`src/hw/rtl/bnr_pkg.sv`:
```
// shared types and constants for the blocked node reachability block
`default_nettype none
package bnr_pkg;
  localparam int NODE_W = 11;
  localparam int IDX_W  = 14;
  localparam int VAL_W  = 14;
  localparam int FUNC_W = 3;
  localparam int STAT_W = 2;
  localparam int HI_W   = 15;

  localparam logic [FUNC_W-1:0] FN_ROW   = 3'd0;
  localparam logic [FUNC_W-1:0] FN_EDGE  = 3'd1;
  localparam logic [FUNC_W-1:0] FN_BLK   = 3'd2;
  localparam logic [FUNC_W-1:0] FN_RUN   = 3'd3;
  localparam logic [FUNC_W-1:0] FN_QUERY = 3'd4;

  localparam logic [STAT_W-1:0] ST_OK        = 2'd0;
  localparam logic [STAT_W-1:0] ST_BAD_START = 2'd1;
  localparam logic [STAT_W-1:0] ST_BAD_INDEX = 2'd2;

  // controller to datapath commands
  typedef struct packed {
    logic init_sweep;
    logic run_sweep;
    logic accept;
    logic emit_imm;
    logic emit_qry;
    logic emit_run;
    logic run_go;
    logic seed;
    logic pop;
    logic row_lo;
    logic row_hi;
    logic row_end;
    logic edge_rd;
    logic tgt_rd;
    logic visit;
  } cmd_t;

  // datapath to controller status
  typedef struct packed {
    logic sweep_last;
    logic run_ok;
    logic qry_ok;
    logic q_empty;
    logic e_done;
    logic t_ok;
    logic t_free;
    logic out_free;
  } sts_t;
endpackage
`default_nettype wire

```
`src/hw/rtl/bnr_ctrl.sv`:
```
// walk sequencer state machine
`default_nettype none
module bnr_ctrl (
  input  wire logic                        clk,
  input  wire logic                        rst_n,
  input  wire logic                        in_valid,
  output logic                             in_ready,
  input  wire bnr_pkg::sts_t               sts,
  output bnr_pkg::cmd_t                    cmd
);
  typedef enum logic [11:0] {
    S_INIT = 12'b000000000001,
    S_IDLE = 12'b000000000010,
    S_QRY  = 12'b000000000100,
    S_CLR  = 12'b000000001000,
    S_SEED = 12'b000000010000,
    S_POP  = 12'b000000100000,
    S_ROWA = 12'b000001000000,
    S_ROWB = 12'b000010000000,
    S_ROWC = 12'b000100000000,
    S_EDGE = 12'b001000000000,
    S_ETGT = 12'b010000000000,
    S_ECHK = 12'b100000000000
  } state_t;

  state_t state_r, state_nxt;
  logic   acc;

  assign in_ready = (state_r == S_IDLE) && sts.out_free;
  assign acc      = in_valid && in_ready;

  // next state and commands
  always_comb begin
    state_nxt = state_r;
    cmd       = '0;
    unique case (state_r)
      S_INIT: begin
        cmd.init_sweep = 1'b1;
        if (sts.sweep_last) state_nxt = S_IDLE;
      end
      S_IDLE: begin
        if (acc) begin
          cmd.accept = 1'b1;
          if (sts.run_ok) begin
            cmd.run_go = 1'b1;
            state_nxt  = S_CLR;
          end else if (sts.qry_ok) begin
            state_nxt = S_QRY;
          end else begin
            cmd.emit_imm = 1'b1;
          end
        end
      end
      S_QRY: begin
        cmd.emit_qry = 1'b1;
        state_nxt    = S_IDLE;
      end
      S_CLR: begin
        cmd.run_sweep = 1'b1;
        if (sts.sweep_last) state_nxt = S_SEED;
      end
      S_SEED: begin
        cmd.seed  = 1'b1;
        state_nxt = S_POP;
      end
      S_POP: begin
        if (sts.q_empty) begin
          cmd.emit_run = 1'b1;
          state_nxt    = S_IDLE;
        end else begin
          cmd.pop   = 1'b1;
          state_nxt = S_ROWA;
        end
      end
      S_ROWA: begin
        cmd.row_lo = 1'b1;
        state_nxt  = S_ROWB;
      end
      S_ROWB: begin
        cmd.row_hi = 1'b1;
        state_nxt  = S_ROWC;
      end
      S_ROWC: begin
        cmd.row_end = 1'b1;
        state_nxt   = S_EDGE;
      end
      S_EDGE: begin
        if (sts.e_done) begin
          state_nxt = S_POP;
        end else begin
          cmd.edge_rd = 1'b1;
          state_nxt   = S_ETGT;
        end
      end
      S_ETGT: begin
        if (sts.t_ok) begin
          cmd.tgt_rd = 1'b1;
          state_nxt  = S_ECHK;
        end else begin
          state_nxt = S_EDGE;
        end
      end
      S_ECHK: begin
        cmd.visit = sts.t_free;
        state_nxt = S_EDGE;
      end
      default: state_nxt = S_INIT;
    endcase
  end

  always_ff @(posedge clk) begin
    if (!rst_n) begin
      state_r <= S_INIT;
    end else begin
      state_r <= state_nxt;
    end
  end
endmodule
`default_nettype wire

```
`config.mk`:
```
export PLATFORM = sky130hd
export DESIGN_NAME = bnr_ctrl
export DESIGN_NICKNAME = d
export VERILOG_FILES = /design/src/hw/rtl/bnr_pkg.sv /design/src/hw/rtl/bnr_ctrl.sv
export SDC_FILE = /design/constraint.sdc
export NUM_CORES = 1
export LEC_CHECK = 0
export ABC_CLOCK_PERIOD_IN_PS = 5500
export BUFFER_PORTS_ARGS = -buffer_cell sky130_fd_sc_hd__buf_2
export CAP_MARGIN = 5
export CORE_UTILIZATION = 35
export CTS_CLUSTER_DIAMETER = 120
export CTS_CLUSTER_SIZE = 28
export DETAILED_ROUTE_END_ITERATION = 6
export HOLD_SLACK_MARGIN = 0.15
export SLEW_MARGIN = 25
export SYNTH_ARGS = -nofsm -noshare
export SYNTH_HDL_FRONTEND = slang
export SYNTH_SLANG_ARGS = --single-unit
```
`constraint.sdc`:
```
create_clock -name clk -period 5.5 [get_ports clk]
set_clock_uncertainty 0.15 [all_clocks]
set_input_delay 1.1 -clock clk [delete_from_list [all_inputs] [get_ports clk]]
set_output_delay 1.1 -clock clk [all_outputs]
set_load 0.05 [all_outputs]
```
==> results.md <==
* Post-synthesis register bit count at 12
* Die Width at 52.0 um
* Setup repair after global routing missed its margin: false
* Most utilized layer in the global route result: met2
* Via count at 869
* Largest Register: state_r
* Total congestion overflow after global routing at 0
* Post-synth top area share at 27.5%
* Ranking of synthesized cells by area: dfxtp_1 (28%), buf_6 (5.2%), nor2_1 (4.3%)
* CTS H-tree depth at 1
* Number of nets in the finished design at 137
* Library cell occupying the most area in the post-synthesis netlist: dfxtp_1
* Most frequently used cell type in the post-synthesis netlist: dfxtp_1
* Number of antenna violations at the first check in global routing at 0
* Detailed-route DRC error count at 0
* Maximum ir drop on the vdd rail at 0.000176 V
* Hold-fix buffers at CTS at 0
* Data arrival time of the critical path at 2.28 ns
* Sum of negative setup slack at 0 ns
* Ports at 27
* Final cycle utilization of the critical path at 64.2%
* First-pass GRT wire length at 3530 um
* Quantity of gates resized following cts at 0
* Number of buffers inserted to repair setup after CTS at 0
* Number of cells on the worst hold path at 2
* Leakage at 0.471 nW
* Fraction of registers with async set or reset after synthesis at 0%
* Worst min path class: reg -> reg
* Row cnt at 17
* Die height at 52.0 um
* Post-synth cell types at 45
* Number of cells on the worst reg-to-reg path at 4
* Global router's overall resource usage at 18.3%
* Relative max-transition margin at 60.2%
* Share of the core filled with cells at 44.7%
* Max reg flops at 12
* End of the worst hold path: state_r[6]
* Clock slew at reported path FFs at 0.08 ns
* Max Fanout on Critical Path at 6
* Drt first pass iters at 4
* Vias per Instance at 5.68
* Synthesized Nets at 113
* Registers with the most flip-flops: state_r x12
* Post-synth top cells: dfxtp_1 (12), nor2_1 (10), nand2_1 (6), nor3_1 (6), nor2b_1 (5)
* Clock buffer depth at 2
* Crit-path slowest cell: or4_1
* Cell area after technology mapping at 873 um^2
* Max-cap violations at 0
* Clock latency at the later pin of the worst-skew pair at 0.28 ns
* Largest net degree at the start of global routing at 12
* Peak clock frequency supported by timing at 283 MHz
* Clk sinks at 12
* Average wire per standard cell at 14.1 um
* Nature of the critical path startpoint: register
* Met2 Usage GRT at 30.3%
* Origin of the worst min-delay path: state_r[5]
* Initial cell density of the core at 38.4%
* Number of warnings issued by yosys at 0
* Total power per unit cell area at 283 mW/mm^2
* Final slew viol count at 0
* TritonCTS buffer count at 3
* Outcome: completed
* Critical setup path kind: reg -> out
* Number of global-route vias before repair at 777
* Total length of routed wires at 2160 um
* Clock tree from TritonCTS: yes
* Area inside the core boundary at 0.00228 mm^2
* FF-to-FF End: state_r[9]
* Endpoints failing setup at 0
* Synthesized area per cell at 8.56 um^2
* GR Layer Usage met1 at 21.9%
* Root Buffer Master: clkbuf_4
* RR Startpoint: state_r[6]
* First DRT Iteration DRCs at 8
* Worst reg2reg setup slack at 3.37 ns
* Sequential-to-total area share from yosys stat at 27.5%
* Worst-path cell chain: or4_1, nor4_2, nor3b_1, buf_2
* Share of layout cells above drive strength 1 at 29.6%
* Capturing element type of the critical path: output pin
* Fillers at 245
* Die Footprint at 0.00270 mm^2
* Gate Count Post-Synth at 102
* Maximum cell stage delay along the critical path at 0.67 ns
* Worst slew pin tran at 0.591 ns
* Most used DFF post-synth: dfxtp_1
* Final hold violation count at 0
* Post-layout minimum cycle time at 3.53 ns
* EDFF count, synth at 0
* Half-perimeter wire length after detailed placement at 1570 um
* Routability Congestion at 0.844
* Synth-to-Final Area Change at 16.5%
* Count of inserted antenna diode cells at 0
* Count of input and output buffers at 26
* GR Util met3 at 5.26%
* Number of nets with antenna violations after detailed routing at 0
* Critical path data required time at 4.25 ns
report_power, final:
group | switching, mW | internal (mW)
registers | 0.0132 | 0.0921
clock network | 0.0329 | 0.0403
logic | 0.0614 | 0.0483
total | 0.107 | 0.181
kinds of logic (layout without fill, tap and decap cells):
kind of cell,count (synthesis),count (layout),share of synthesized area (%)
simple gates,56,56,41.5
compound gates,20,20,19.6
flops,12,12,27.5
buf+inv,11,34,8.31
xor+xnor,3,3,3.01
worst max-delay path, delay by kind of cell, from the launching register on:
kind,cells,cell delay (ns)
flops,1,0.34
buf+inv,1,0.29
simple gates,3,1.37
stage by stage:
step / setup slack (ns) / hold WS (ns) / instances / area (um^2) / power, mW
global placement: 2.30 / 0.410 / 149 / 981 / 0.214
global route: 1.79 / 0.451 / 153 / 1020 / 0.307
finish: 1.97 / 0.435 / 153 / 1020 / 0.288
detailed placement: 2.18 / 0.411 / 149 / 981 / 0.217
CTS: 1.94 / 0.426 / 153 / 1020 / 0.292
floorplan: 0.878 / 0.365 / 102 / 873 / 0.199
how the worst max path moves through the flow:
stage | depth (start not counted) | start | to
finish | 4 | state_r[6] | cmd[11]
global route | 4 | state_r[6] | cmd[11]
CTS | 4 | state_r[6] | cmd[11]
detailed placement | 5 | sts[0] | cmd[11]
global placement | 5 | sts[0] | cmd[11]
floorplan | 5 | state_r[8] | cmd[11]
area by class of cell:
| class | count | area, um^2 | share of cell area [%] |
|---|---|---|---|
| multi-input combinational | 79 | 561 | 55.1 |
| tap | 28 | 35.0 | 3.44 |
| sequential | 12 | 240 | 23.6 |
| timing repair buffer | 26 | 130 | 12.8 |
| clock buffer | 4 | 36.3 | 3.57 |
| inverter | 4 | 15.0 | 1.48 |
per-layer routing:
layer,up-vias,routed length (um)
li1,432,-
met1,404,1000
met2,31,1030
met3,2,107
met4,0,19
met5,-,0
layout by cell type, fill, tap and decap left out, drive strengths merged, types with 2 or more instances in the layout:
cell type,netlist,routed
a21oi,2,2
a22oi,2,2
and4b,2,2
buf,5,26
clkbuf,2,4
dfxtp,12,12
inv,4,4
nand2,6,6
nand4b,2,2
nor2,10,10
nor2b,5,5
nor3,6,6
nor4,5,5
nor4b,4,4
o211a,2,2
o211ai,2,2
o21a,2,2
o21ai,3,3
or3,2,2
or4,3,3
or4b,2,2
xnor2,2,2
Power figures use the tool's default switching activity.
